===== config.mk =====
export PLATFORM = sky130hd
export DESIGN_NAME = http_chunked_decoder
export DESIGN_NICKNAME = d
export VERILOG_FILES = /design/src/sv/hcd_pkg.sv /design/src/sv/hcd_size_line.sv /design/src/sv/hcd_out_stage.sv /design/src/sv/http_chunked_decoder.sv
export SDC_FILE = /design/constraint.sdc
export NUM_CORES = 1
export LEC_CHECK = 0
export BUFFER_PORTS_ARGS = -buffer_cell sky130_fd_sc_hd__buf_4
export CORE_MARGIN = 2
export CORE_UTILIZATION = 35
export DETAILED_ROUTE_END_ITERATION = 7
export PLACE_DENSITY = 0.62
export SYNTH_ARGS = -nofsm -noshare
export SYNTH_HDL_FRONTEND = slang
export SYNTH_SLANG_ARGS = --single-unit

===== constraint.sdc =====
create_clock -name clk_i -period 4 [get_ports clk_i]
set_input_delay 0.8 -clock clk_i [delete_from_list [all_inputs] [get_ports clk_i]]
set_output_delay 0.8 -clock clk_i [all_outputs]
set_load 0.01 [all_outputs]

===== src/sv/hcd_pkg.sv =====
// Shared types, codes and byte classifiers for the chunked body decoder.
`timescale 1ns / 1ps

package hcd_pkg;

  typedef enum logic [4:0] {
    PH_SIZE  = 5'b00001,
    PH_DATA  = 5'b00010,
    PH_CEND  = 5'b00100,
    PH_TRAIL = 5'b01000,
    PH_ERR   = 5'b10000
  } phase_e;

  typedef enum logic [1:0] {
    KIND_DATA  = 2'd0,
    KIND_END   = 2'd1,
    KIND_ERROR = 2'd2
  } kind_e;

  typedef enum logic [1:0] {
    ERR_TOO_LONG = 2'd0,
    ERR_BAD_SIZE = 2'd1,
    ERR_NO_CRLF  = 2'd2
  } err_e;

  localparam int unsigned LimitW   = 7;
  localparam int unsigned SizeW    = 31;
  localparam logic [LimitW-1:0] LimitReset = 7'd12;
  localparam logic [LimitW-1:0] LimitMin   = 7'd3;
  localparam logic [LimitW-1:0] LimitMax   = 7'd64;

  localparam logic [7:0] ChCr = 8'h0D;
  localparam logic [7:0] ChLf = 8'h0A;

  typedef struct packed {
    logic             line_end;
    logic             bad;
    logic             too_long;
    logic [SizeW-1:0] size;
  } line_stat_t;

  typedef struct packed {
    logic [7:0] out_byte;
    kind_e      kind;
    err_e       code;
  } result_t;

  function automatic logic [4:0] hex_digit(input logic [7:0] c);
    logic [4:0] r;
    r = 5'd0;
    if (c >= 8'h30 && c <= 8'h39) begin
      r = {1'b1, 4'(c - 8'h30)};
    end else if (c >= 8'h61 && c <= 8'h66) begin
      r = {1'b1, 4'(c - 8'h57)};
    end else if (c >= 8'h41 && c <= 8'h46) begin
      r = {1'b1, 4'(c - 8'h37)};
    end
    return r;
  endfunction

  function automatic logic is_blank(input logic [7:0] c);
    return (c == 8'h20) || (c == 8'h09) || (c == 8'h0D) || (c == 8'h0A) ||
           (c == 8'h0B) || (c == 8'h0C);
  endfunction

endpackage


===== src/sv/hcd_size_line.sv =====
// Size line parser: hex accumulation, blank rules, length limit, CR LF end.
`timescale 1ns / 1ps

module hcd_size_line (
  input  logic                             clk_i,
  input  logic                             rst_ni,
  input  logic                             step_i,
  input  logic                             clear_i,
  input  logic [7:0]                       byte_i,
  input  logic [hcd_pkg::LimitW-1:0]       limit_i,
  output hcd_pkg::line_stat_t              stat_o
);

  logic [hcd_pkg::LimitW-1:0] cnt_q, cnt_d, cnt_e, cnt_n;
  logic [hcd_pkg::SizeW-1:0]  acc_q, acc_d, acc_e;
  logic                       dig_q, dig_d, dig_e;
  logic                       tb_q, tb_d, tb_e;
  logic                       bad_q, bad_d, bad_e;
  logic                       cr_q, cr_d, cr_e;
  logic [4:0]                 hex;
  logic                       ovf;

  always_comb begin
    cnt_e = clear_i ? '0 : cnt_q;
    acc_e = clear_i ? '0 : acc_q;
    dig_e = clear_i ? 1'b0 : dig_q;
    tb_e  = clear_i ? 1'b0 : tb_q;
    bad_e = clear_i ? 1'b0 : bad_q;
    cr_e  = clear_i ? 1'b0 : cr_q;

    cnt_n = cnt_e + 7'd1;
    hex   = hcd_pkg::hex_digit(byte_i);
    ovf   = |acc_e[hcd_pkg::SizeW-1:hcd_pkg::SizeW-4];

    stat_o.line_end = cr_e && (byte_i == hcd_pkg::ChLf);
    stat_o.bad      = bad_e || !dig_e;
    stat_o.size     = acc_e;
    stat_o.too_long = 1'b0;

    cnt_d = cnt_e;
    acc_d = acc_e;
    dig_d = dig_e;
    tb_d  = tb_e;
    bad_d = bad_e;
    cr_d  = cr_e;

    if (step_i) begin
      if (stat_o.line_end) begin
        cnt_d = '0;
        acc_d = '0;
        dig_d = 1'b0;
        tb_d  = 1'b0;
        bad_d = 1'b0;
        cr_d  = 1'b0;
      end else begin
        cnt_d = cnt_n;
        cr_d  = (byte_i == hcd_pkg::ChCr);
        if (hex[4]) begin
          if (tb_e || ovf) begin
            bad_d = 1'b1;
          end else begin
            acc_d = {acc_e[hcd_pkg::SizeW-5:0], hex[3:0]};
          end
          dig_d = 1'b1;
        end else if (hcd_pkg::is_blank(byte_i)) begin
          if (dig_e) begin
            tb_d = 1'b1;
          end
        end else begin
          bad_d = 1'b1;
        end
        stat_o.too_long = (cnt_n >= limit_i);
      end
    end
  end

  always_ff @(posedge clk_i or negedge rst_ni) begin
    if (!rst_ni) begin
      cnt_q <= '0;
      acc_q <= '0;
      dig_q <= 1'b0;
      tb_q  <= 1'b0;
      bad_q <= 1'b0;
      cr_q  <= 1'b0;
    end else begin
      cnt_q <= cnt_d;
      acc_q <= acc_d;
      dig_q <= dig_d;
      tb_q  <= tb_d;
      bad_q <= bad_d;
      cr_q  <= cr_d;
    end
  end

endmodule


===== src/sv/hcd_out_stage.sv =====
// Result register with valid/ready handshake toward the consumer.
`timescale 1ns / 1ps

module hcd_out_stage (
  input  logic              clk_i,
  input  logic              rst_ni,
  input  logic              push_i,
  input  hcd_pkg::result_t  res_i,
  output logic              free_o,
  output logic              out_valid_o,
  input  logic              out_ready_i,
  output hcd_pkg::result_t  res_o
);

  logic             valid_q, valid_d;
  hcd_pkg::result_t res_q;

  assign free_o      = !valid_q || out_ready_i;
  assign out_valid_o = valid_q;
  assign res_o       = res_q;

  always_comb begin
    valid_d = valid_q;
    if (push_i) begin
      valid_d = 1'b1;
    end else if (out_ready_i) begin
      valid_d = 1'b0;
    end
  end

  always_ff @(posedge clk_i or negedge rst_ni) begin
    if (!rst_ni) begin
      valid_q <= 1'b0;
    end else begin
      valid_q <= valid_d;
    end
  end

  always_ff @(posedge clk_i) begin
    if (push_i) begin
      res_q <= res_i;
    end
  end

endmodule


===== src/sv/http_chunked_decoder.sv =====
// A word that yields a result shows it on the outputs in the cycle after acceptance.
// Throughput: one word per cycle; input ready drops only while a result waits unaccepted.
// The phase register, chunk counter and size line state update in the cycle of acceptance.
// Reset (rst_ni low, asynchronous) clears the parser to the size line and sets the
// header limit to 12; start_message_i clears the parser only, before its word is handled.
`timescale 1ns / 1ps

module http_chunked_decoder (
  input  logic                       clk_i,
  input  logic                       rst_ni,
  input  logic                       in_valid_i,
  output logic                       in_ready_o,
  input  logic [7:0]                 in_byte_i,
  input  logic                       start_message_i,
  output logic                       out_valid_o,
  input  logic                       out_ready_i,
  output logic [7:0]                 out_byte_o,
  output logic [1:0]                 event_kind_o,
  output logic [1:0]                 error_code_o,
  input  logic                       cfg_we_i,
  input  logic [hcd_pkg::LimitW-1:0] cfg_wdata_i
);

  logic [hcd_pkg::LimitW-1:0] limit_q, limit_c;
  hcd_pkg::phase_e            phase_q, phase_d, phase_e;
  logic [hcd_pkg::SizeW-1:0]  left_q, left_d, left_e, left_n;
  logic                       tail_q, tail_d, tail_e;
  logic                       ccr_q, ccr_d, ccr_e;
  logic                       accept, clear, push, free;
  hcd_pkg::line_stat_t        lstat;
  hcd_pkg::result_t           res, res_out;

  assign in_ready_o = free;
  assign accept     = in_valid_i && free;
  assign clear      = accept && start_message_i;

  always_comb begin
    limit_c = limit_q;
    if (limit_q < hcd_pkg::LimitMin) begin
      limit_c = hcd_pkg::LimitMin;
    end else if (limit_q > hcd_pkg::LimitMax) begin
      limit_c = hcd_pkg::LimitMax;
    end
  end

  assign phase_e = clear ? hcd_pkg::PH_SIZE : phase_q;
  assign left_e  = clear ? '0 : left_q;
  assign tail_e  = clear ? 1'b0 : tail_q;
  assign ccr_e   = clear ? 1'b0 : ccr_q;
  assign left_n  = left_e - 31'd1;

  hcd_size_line u_line (
    .clk_i   (clk_i),
    .rst_ni  (rst_ni),
    .step_i  (accept && (phase_e == hcd_pkg::PH_SIZE)),
    .clear_i (clear),
    .byte_i  (in_byte_i),
    .limit_i (limit_c),
    .stat_o  (lstat)
  );

  always_comb begin
    phase_d      = phase_e;
    left_d       = left_e;
    tail_d       = tail_e;
    ccr_d        = ccr_e;
    push         = 1'b0;
    res.out_byte = 8'd0;
    res.kind     = hcd_pkg::KIND_DATA;
    res.code     = hcd_pkg::ERR_TOO_LONG;
    unique case (phase_e)
      hcd_pkg::PH_SIZE: begin
        if (lstat.line_end) begin
          if (lstat.bad) begin
            phase_d  = hcd_pkg::PH_ERR;
            push     = 1'b1;
            res.kind = hcd_pkg::KIND_ERROR;
            res.code = hcd_pkg::ERR_BAD_SIZE;
          end else if (lstat.size == '0) begin
            phase_d  = hcd_pkg::PH_TRAIL;
            push     = 1'b1;
            res.kind = hcd_pkg::KIND_END;
          end else begin
            phase_d = hcd_pkg::PH_DATA;
            left_d  = lstat.size;
          end
        end else if (lstat.too_long) begin
          phase_d  = hcd_pkg::PH_ERR;
          push     = 1'b1;
          res.kind = hcd_pkg::KIND_ERROR;
          res.code = hcd_pkg::ERR_TOO_LONG;
        end
      end
      hcd_pkg::PH_DATA: begin
        left_d       = left_n;
        push         = 1'b1;
        res.out_byte = in_byte_i;
        if (left_n == '0) begin
          phase_d = hcd_pkg::PH_CEND;
          tail_d  = 1'b0;
          ccr_d   = 1'b0;
        end
      end
      hcd_pkg::PH_CEND: begin
        if (!tail_e) begin
          ccr_d  = (in_byte_i == hcd_pkg::ChCr);
          tail_d = 1'b1;
        end else begin
          tail_d = 1'b0;
          ccr_d  = 1'b0;
          if (ccr_e && (in_byte_i == hcd_pkg::ChLf)) begin
            phase_d = hcd_pkg::PH_SIZE;
          end else begin
            phase_d  = hcd_pkg::PH_ERR;
            push     = 1'b1;
            res.kind = hcd_pkg::KIND_ERROR;
            res.code = hcd_pkg::ERR_NO_CRLF;
          end
        end
      end
      hcd_pkg::PH_TRAIL, hcd_pkg::PH_ERR: begin
      end
      default: begin
        phase_d = hcd_pkg::PH_ERR;
      end
    endcase
  end

  always_ff @(posedge clk_i or negedge rst_ni) begin
    if (!rst_ni) begin
      limit_q <= hcd_pkg::LimitReset;
      phase_q <= hcd_pkg::PH_SIZE;
      left_q  <= '0;
      tail_q  <= 1'b0;
      ccr_q   <= 1'b0;
    end else begin
      if (cfg_we_i) begin
        limit_q <= cfg_wdata_i;
      end
      if (accept) begin
        phase_q <= phase_d;
        left_q  <= left_d;
        tail_q  <= tail_d;
        ccr_q   <= ccr_d;
      end
    end
  end

  hcd_out_stage u_out (
    .clk_i       (clk_i),
    .rst_ni      (rst_ni),
    .push_i      (accept && push),
    .res_i       (res),
    .free_o      (free),
    .out_valid_o (out_valid_o),
    .out_ready_i (out_ready_i),
    .res_o       (res_out)
  );

  assign out_byte_o   = res_out.out_byte;
  assign event_kind_o = res_out.kind;
  assign error_code_o = res_out.code;

endmodule


==> flow_summary.yaml, run 1 <==
status:
  status: "finished, final reports clean"
global_route:
  grt_pass1_vias: 5345
  antenna_found_initial: 0
  grt_usage: 0.201
  grt_first_pass_wirelength_um: 29200
  grt_max_degree: 71
  grt_overflow: 0
synth:
  synth-xor-area-share: 0.0270
  synth_compound_area_frac: 0.204
  syn_area_um2: 6160
  synth_fa_ha_area_frac: 0.0305
  synth_top_area_frac: 0.346
  synthCells: 731
  yosys-top-cells-area: "dfrtp_1 (35%), nand2_1 (6.5%), edfxtp_1 (5.9%)"
  synth-simple-area-share: 0.267
  synth_common_cells: "nand2_1 (107), dfrtp_1 (85), nor2_1 (85)"
  yosysSeqAreaShare: 0.417
  synth_top_family_by_area: "simple AND/OR/NAND/NOR gates"
  synth.most_common_cell: "nand2_1"
  ys.flop_type: "dfrtp_1"
  ys_async_sr_fraction: 0.880
  synth-edff-count: 12
  ys_types: 71
  synth_area_leader_cell: "dfrtp_1"
  syn_nets: 767
  synthMuxAreaShare: 0.0195
  yosysWarnings: 0
  syn_avg_cell_area_um2: 8.42
  ys_seq_elements: 100
pwr:
  p_per_area_nw_per_um2: 717
  leakagePower_uw: 0.00299
  vdd_drop_max_uv: 318
detailed_routing:
  wl_met1_um: 8450
  wl_met3_um: 1090
  avgViaCountPerCell: 5.85
  drc_errors: 0
  ant_nets: 0
  wl_met2_um: 8140
  dr.pass1.iters: 7
  drt_iter0_drc: 472
  vias: 5820
  top_layer: "met4"
  drt_wl_total_um: 18100
  detail_route.wl_per_cell_um: 18.2
place:
  place_area_um2: 6800
  portBuffers: 34
  place.gp.congestion: 0.943
  place_hpwl_um: 12900
floorplan:
  rows: 48
  dieWidth_um: 137
  start_util: 0.357
  die_height_um: 137
  die_area_um2: 18700
  ios: 35
  coreArea_um2: 17200
setup_path:
  cp.arrival_ns: 3.92
  worstSetupPathType: "input port to flip-flop"
  required_ns: 4.27
  cp-start-kind: "input port"
  worstSetupEndpointType: "flip-flop"
  crit_fanout: 8
sta:
  drv_slew: 0
  finalCriticalPeriod_ns: 3.65
  tightest_slew_ns: 0.984
  final-setup-viol-count: 0
  skew_ns: 0.00965
  slew-limit-headroom: 0.339
  post-route-period-util: 0.913
  finalSetupTns_ns: 0
  rsz0062_at_grt: "no"
  hold_violations: 0
  clock.fmax_ghz: 0.274
clocking:
  cts_made_buffers: 9
  post_cts_buffers: 0
  cts_tree: "built"
  ctsLongestPathBuffers: 2
  clock-sinks: 100
  post_cts.resized_instances: 0
  htreeDepth: 3
  cts.reportedPaths.clkPinSlew_ns: 0.07
  clk_latency_ns: 0.36
  clockRootBuffer: "clkbuf_16"
  holdBufCountCts: 0
flow_run:
  maxCapViolCount: 0
hold_path:
  hp-class: "flip-flop to flip-flop"
finish:
  antenna_cells: 0
  syn_to_final_growth_pct: 15.3
  finalInstanceArea_um2: 7100
  n_fill_cell: 1723
  drive_above_1_share: 0.143
  num-nets-final: 801
[sequential cells by signal, summed over array words and instances, names as in the netlist, 5 cells and up]
signal	count
limit_q	7
u_out.res_o	12
u_line.cnt_q	7
left_q	31
phase_q	5
u_line.acc_q	31
[logic make-up after synthesis]
group	Yosys count
AO/OA/AOI/OAI	197
XOR/XNOR	19
adder cells (fa/ha/maj)	15
buffers and inverters	54
flip-flops	100
multiplexers	11
AND/OR/NAND/NOR	335
[worst max-delay path, cell delays in order]
cell	delay (ns)
buf_4	0.10
and2_1	0.13
nand2_1	0.25
nand2_1	0.19
ha_1	0.24
nor4b_2	0.42
and4_1	0.37
o21ai_0	0.16
xnor2_1	0.19
or4b_1	0.51
nor4_1	0.21
nand4_1	0.14
a22oi_1	0.19
[stage by stage]
step | worst slack, ns | utilization | instances | power, uW | hold slack [ns]
global placement | 0.0937 | 0.394 | 979 | 4160 | 0.493
global route | 0.112 | 0.412 | 995 | 5440 | 0.533
floorplan | 0.00598 | - | 731 | 3490 | 0.469
detailed placement | 0.0543 | 0.394 | 979 | 4170 | 0.499
CTS | 0.404 | 0.412 | 995 | 5070 | 0.507
finish | 0.348 | 0.412 | 995 | 5090 | 0.507
[report_power, final]
| group | switching [uW] | total (uW) | leakage, uW | internal (uW) |
|---|---|---|---|---|
| registers | 308 | 1520 | 0.00130 | 1210 |
| clock network | 394 | 874 | 0.000148 | 480 |
| logic | 1600 | 2700 | 0.00154 | 1100 |
[per-layer routing]
metal,up-vias,global-route usage
met1,2821,0.288
met5,-,0
li1,2757,-
met3,28,0.0404
met2,214,0.302
met4,0,0.0648
[final timing paths]
| kind | from | to | slack, ns | cells after the start |
|---|---|---|---|---|
| max in group asynchronous | rst_ni | limit_q[3]$_DFFE_PN1P_ | 2.52 | 2 |
| worst min-delay path | phase_q[0]$_DFFE_PN1P_ | phase_q[0]$_DFFE_PN1P_ | 0.51 | 2 |
| worst max register to register | u_out.out_valid_o$_DFFE_PN0P_ | phase_q[2]$_DFFE_PN0P_ | 0.42 | 13 |
| min in group asynchronous | rst_ni | u_line.acc_q[30]$_DFF_PN0_ | 0.55 | 1 |
| worst min register to register | phase_q[0]$_DFFE_PN1P_ | phase_q[0]$_DFFE_PN1P_ | 0.51 | 2 |
| worst max-delay path | in_valid_i | phase_q[2]$_DFFE_PN0P_ | 0.35 | 13 |
[cell type report]
type | instances | area, um2 | share of cell area
multi-input cells | 577 | 3410 | 0.481
inverters | 11 | 41.3 | 0.00582
well taps | 225 | 282 | 0.0397
clock inverters | 4 | 31.3 | 0.00441
clock buffers | 12 | 268 | 0.0377
repair buffers | 66 | 495 | 0.0698
flip-flops and latches | 100 | 2570 | 0.362
[placed cells by master, fill, tap and decap left out, drive strengths merged, types with 12 or more instances in the layout]
master  instances
a21oi          51
a22oi          19
buf            66
clkbuf         12
dfrtp          85
edfxtp         12
ha             15
nand2         107
nand3          22
nor2           85
nor3           20
nor4           25
o21ai          64
or4            13
No activity file was read; power rests on OpenSTA's default activity.
==> run 2: changes to the inputs <==
--- a/config.mk
+++ b/config.mk
@@ -9,7 +9,8 @@
 export CORE_MARGIN = 2
 export CORE_UTILIZATION = 35
 export DETAILED_ROUTE_END_ITERATION = 7
-export PLACE_DENSITY = 0.62
+export HOLD_SLACK_MARGIN = 0.12
+export PLACE_DENSITY = 0.61
 export SYNTH_ARGS = -nofsm -noshare
 export SYNTH_HDL_FRONTEND = slang
 export SYNTH_SLANG_ARGS = --single-unit
==> constraint.sdc (replaced) <==
create_clock -name clk_i -period 4.2 [get_ports clk_i]
set_input_delay 0.84 -clock clk_i [delete_from_list [all_inputs] [get_ports clk_i]]
set_output_delay 0.84 -clock clk_i [all_outputs]
set_load 0.01 [all_outputs]
==> flow_summary.yaml, run 2 (synthesized netlist as in run 1, its figures left out) <==
detailed_routing:
  drc_errors: 0
  vias: 5617
  dr.pass1.iters: 5
  avgViaCountPerCell: 5.67
  drt_wl_total_um: 18000
  ant_nets: 0
  detail_route.wl_per_cell_um: 18.2
  drt_iter0_drc: 432
setup_path:
  cp-start-kind: "input port"
  cpMaxStageDelayCell: "a41oi_4"
  worstSetupPathType: "input port to flip-flop"
  critical_path.max_stage_delay_ns: 0.47
  crit_fanout: 13
  required_ns: 4.20
  cp_cell_sequence: "buf_4, nor2b_1, inv_2, nand2_1, and2_1, ha_1, nand2_1, nor2_1, nand3_1, xor2_1, nor2_1, ha_1, o21ai_0, nand2b_1, nand3_1, a41oi_4"
  cp.arrival_ns: 3.60
  worstSetupEndpointType: "flip-flop"
  path_buf_inv: 2
  critPathTopFamily: "simple AND/OR/NAND/NOR gates"
sta:
  drv_slew: 0
  layout_setup_ws_ns: 0.600
  clock.fmax_ghz: 0.278
  post-route-period-util: 0.857
  whs_ns: 0.508
  finalCriticalPeriod_ns: 3.60
  finalSetupTns_ns: 0
  rsz0062_at_grt: "no"
  hold_violations: 0
  skew_ns: 0.00602
  final-setup-viol-count: 0
  tightest_slew_ns: 0.970
  slew-limit-headroom: 0.354
clocking:
  post_cts_buffers: 0
  htreeDepth: 3
  post_cts.resized_instances: 0
  ctsLongestPathBuffers: 2
  cts_tree: "built"
  holdBufCountCts: 0
  clockRootBuffer: "clkbuf_16"
  cts_made_buffers: 9
  clock-sinks: 100
  clk_latency_ns: 0.36
  cts.reportedPaths.clkPinSlew_ns: 0.07
finish:
  num-nets-final: 796
  antenna_cells: 0
  drive_above_1_share: 0.137
  mostFrequentLayoutCells: "nand2_1 (107), dfrtp_1 (85), nor2_1 (84)"
  final_common_cell: "nand2_1"
  final_cell_count_no_fill: 990
  syn_to_final_growth_pct: 15.0
global_route:
  grt_first_pass_wirelength_um: 29200
  grt_max_degree: 76
  grt_overflow: 0
  grt_pass1_vias: 5252
  antenna_found_initial: 0
  grt_usage: 0.200
pwr:
  leakagePower_uw: 0.00297
  p_per_area_nw_per_um2: 692
  vdd_drop_max_uv: 367
floorplan:
  start_util: 0.357
  coreArea_um2: 17200
  die_height_um: 137
  ios: 35
  die_area_um2: 18700
  dieWidth_um: 137
  rows: 48
place:
  portBuffers: 34
  place_inst: 974
  pre_cts_ws_ns: 0.215
  place.gp.congestion: 0.904
  place_hpwl_um: 12900
flow_run:
  maxCapViolCount: 0
status:
  status: "finished, final reports clean"
hold_path:
  hp-class: "flip-flop to flip-flop"
[run 2: path summary, 6_finish.rpt]
kind                                          startpoint                         end  slack [ns]  cells after the start
hold / removal                    phase_q[0]$_DFFE_PN1P_      phase_q[0]$_DFFE_PN1P_        0.51                      2
hold reg to reg                   phase_q[0]$_DFFE_PN1P_      phase_q[0]$_DFFE_PN1P_        0.51                      2
min in group asynchronous                         rst_ni  u_line.acc_q[24]$_DFF_PN0_        0.63                      1
setup reg to reg           u_out.out_valid_o$_DFFE_PN0P_      phase_q[2]$_DFFE_PN0P_        0.76                     13
max in group asynchronous                         rst_ni      phase_q[0]$_DFFE_PN1P_        2.72                      2
setup / recovery                             out_ready_i    u_out.res_o[3]$_DFFE_PP_        0.60                     16
[run 2: power breakdown]
part	switching, uW	internal (uW)	total [uW]
clock network	380	515	895
logic	1520	1030	2550
registers	303	1150	1460
[run 2: cell type report]
| class | instances | area [um2] |
|---|---|---|
| multi-input combinational | 577 | 3410 |
| tap | 225 | 282 |
| fill | 1736 | 10200 |
| inverter | 11 | 41.3 |
| clock inverter | 5 | 56.3 |
| sequential | 100 | 2570 |
| timing repair buffer | 61 | 458 |
| clock buffer | 11 | 264 |
[run 2: worst min-delay path: stages (launching register included)]
cell	delay (ns)
dfstp_2	0.41
nand2_1	0.06
nand2_1	0.04
[run 2: routing by layer]
layer	track usage	vias to the layer above	routed length, um
li1	-	2742	-
met3	0.0296	28	744
met4	0.0677	0	416
met2	0.302	121	8220
met5	0	-	0
met1	0.292	2726	8660
[run 2: stage by stage]
stage	instance area [um2]	utilization	total power, uW
final	7080	0.411	4900
after global routing	7080	0.411	5250
after CTS	7080	0.411	4880
after detailed placement	6760	0.392	3960
after global placement	6760	0.392	3950
after floorplan	6190	-	3320
==> run 3: changes to the inputs <==
--- a/config.mk
+++ b/config.mk
@@ -10,6 +10,7 @@
 export CORE_UTILIZATION = 35
 export DETAILED_ROUTE_END_ITERATION = 7
 export HOLD_SLACK_MARGIN = 0.12
+export MAX_ROUTING_LAYER = met4
 export PLACE_DENSITY = 0.61
 export SYNTH_ARGS = -nofsm -noshare
 export SYNTH_HDL_FRONTEND = slang
==> flow_summary.yaml, run 3 (synthesized netlist as in run 1, its figures left out) <==
global_route:
  antenna_found_initial: 0
  grt_overflow: 0
  grt_pass1_vias: 5297
  grt_first_pass_wirelength_um: 29000
  grt_usage: 0.206
  grt_max_degree: 66
detailed_routing:
  drc_errors: 0
  dr.pass1.iters: 5
  vias: 5671
  drt_wl_total_um: 18000
  detail_route.wl_per_cell_um: 18.2
  drt_iter0_drc: 435
  avgViaCountPerCell: 5.75
  ant_nets: 0
status:
  status: "finished, final reports clean"
pwr:
  p_per_area_nw_per_um2: 694
  vdd_drop_max_uv: 449
  leakagePower_uw: 0.00296
floorplan:
  rows: 48
  die_area_um2: 18700
  start_util: 0.357
  dieWidth_um: 137
  coreArea_um2: 17200
  die_height_um: 137
  ios: 35
place:
  place.gp.congestion: 0.872
  place_hpwl_um: 12800
  pre_cts_ws_ns: 0.149
  portBuffers: 34
sta:
  finalSetupTns_ns: 0
  skew_ns: 0.00817
  clock.fmax_ghz: 0.269
  drv_slew: 0
  tightest_slew_ns: 0.968
  layout_setup_ws_ns: 0.487
  post-route-period-util: 0.884
  rsz0062_at_grt: "no"
  finalCriticalPeriod_ns: 3.71
  final-setup-viol-count: 0
  slew-limit-headroom: 0.350
  hold_violations: 0
setup_path:
  cp_cell_sequence: "buf_4, nor2b_1, inv_2, nand2_1, and2_1, ha_1, nand2_1, nor2_1, nand3_1, xor2_1, nor2_1, ha_1, o21ai_0, nand2b_1, nand3_1, a41oi_4"
  required_ns: 4.20
  worstSetupPathType: "input port to flip-flop"
  critPathTopFamily: "simple AND/OR/NAND/NOR gates"
  critical_path.max_stage_delay_ns: 0.47
  worstSetupEndpointType: "flip-flop"
  cp.arrival_ns: 3.71
  cp-start-kind: "input port"
  path_buf_inv: 2
  crit_fanout: 13
  cpMaxStageDelayCell: "a41oi_4"
finish:
  mostFrequentLayoutCells: "nand2_1 (107), dfrtp_1 (85), nor2_1 (84)"
  syn_to_final_growth_pct: 14.5
  multi_input_area_um2: 3410
  num-nets-final: 793
  final_common_cell: "nand2_1"
  drive_above_1_share: 0.130
  ff_latch_area_um2: 2570
  antenna_cells: 0
  n_fill_cell: 1715
clocking:
  htreeDepth: 3
  clockRootBuffer: "clkbuf_16"
  holdBufCountCts: 0
  post_cts_buffers: 0
  clock-sinks: 100
  cts_made_buffers: 9
  ctsLongestPathBuffers: 2
  cts_tree: "built"
  clk_latency_ns: 0.36
  cts.reportedPaths.clkPinSlew_ns: 0.07
  post_cts.resized_instances: 0
flow_run:
  maxCapViolCount: 0
hold_path:
  hp-class: "flip-flop to flip-flop"
## run 3: final timing paths
check | to | startpoint | slack [ns] | cells past startpoint
max in group asynchronous | left_q[7]$_DFFE_PN0P_ | rst_ni | 2.75 | 2
min in group asynchronous | u_line.acc_q[26]$_DFF_PN0_ | rst_ni | 0.58 | 1
setup / recovery | u_out.res_o[6]$_SDFFCE_PP0P_ | out_ready_i | 0.49 | 16
setup reg to reg | u_out.res_o[6]$_SDFFCE_PP0P_ | u_out.out_valid_o$_DFFE_PN0P_ | 0.63 | 15
hold reg to reg | phase_q[0]$_DFFE_PN1P_ | phase_q[0]$_DFFE_PN1P_ | 0.52 | 2
hold / removal | phase_q[0]$_DFFE_PN1P_ | phase_q[0]$_DFFE_PN1P_ | 0.52 | 2
## run 3: metrics by stage
stage | cells | power (uW) | util | cell area [um2] | hold slack (ns)
after CTS | 987 | 4880 | 0.409 | 7050 | 0.519
after floorplan | 731 | 3320 | - | 6190 | 0.469
after detailed placement | 971 | 3970 | 0.391 | 6740 | 0.506
final | 987 | 4890 | 0.409 | 7050 | 0.516
after global routing | 987 | 5260 | 0.409 | 7050 | 0.533
after global placement | 971 | 3980 | 0.391 | 6740 | 0.492
## run 3: cell type report
cell class | instances | share of cell area
clock inverters | 4 | 0.0105
flip-flops and latches | 100 | 0.364
multi-input cells | 577 | 0.484
well taps | 225 | 0.0400
clock buffers | 12 | 0.0336
repair buffers | 58 | 0.0618
inverters | 11 | 0.00586
## run 3: worst register-to-register path, stage by stage, from the launching register on
cell and delay (ns):
dfrtp_1 0.39, nor2b_1 0.22, inv_2 0.10, nand2_1 0.24
and2_1 0.24, ha_1 0.24, nand2_1 0.07, nor2_1 0.22
nand3_1 0.13, xor2_1 0.15, nor2_1 0.08, ha_1 0.28
o21ai_0 0.07, nand2b_1 0.10, nand3_1 0.22, a41oi_4 0.47
## run 3: power breakdown
group	leakage, uW	internal, uW	total [uW]	switching [uW]
Clock	0.000151	523	893	370
Combinational	0.00150	1030	2560	1530
Sequential	0.00130	1150	1440	287
Total	0.00296	2700	4890	2190
## run 3: per-layer routing
layer | vias up | share of wire | GRT usage
met5 | - | 0 | -
met4 | 0 | 0.028 | 0.0816
met3 | 38 | 0.044 | 0.0315
met2 | 147 | 0.45 | 0.305
met1 | 2758 | 0.48 | 0.284
li1 | 2728 | - | -
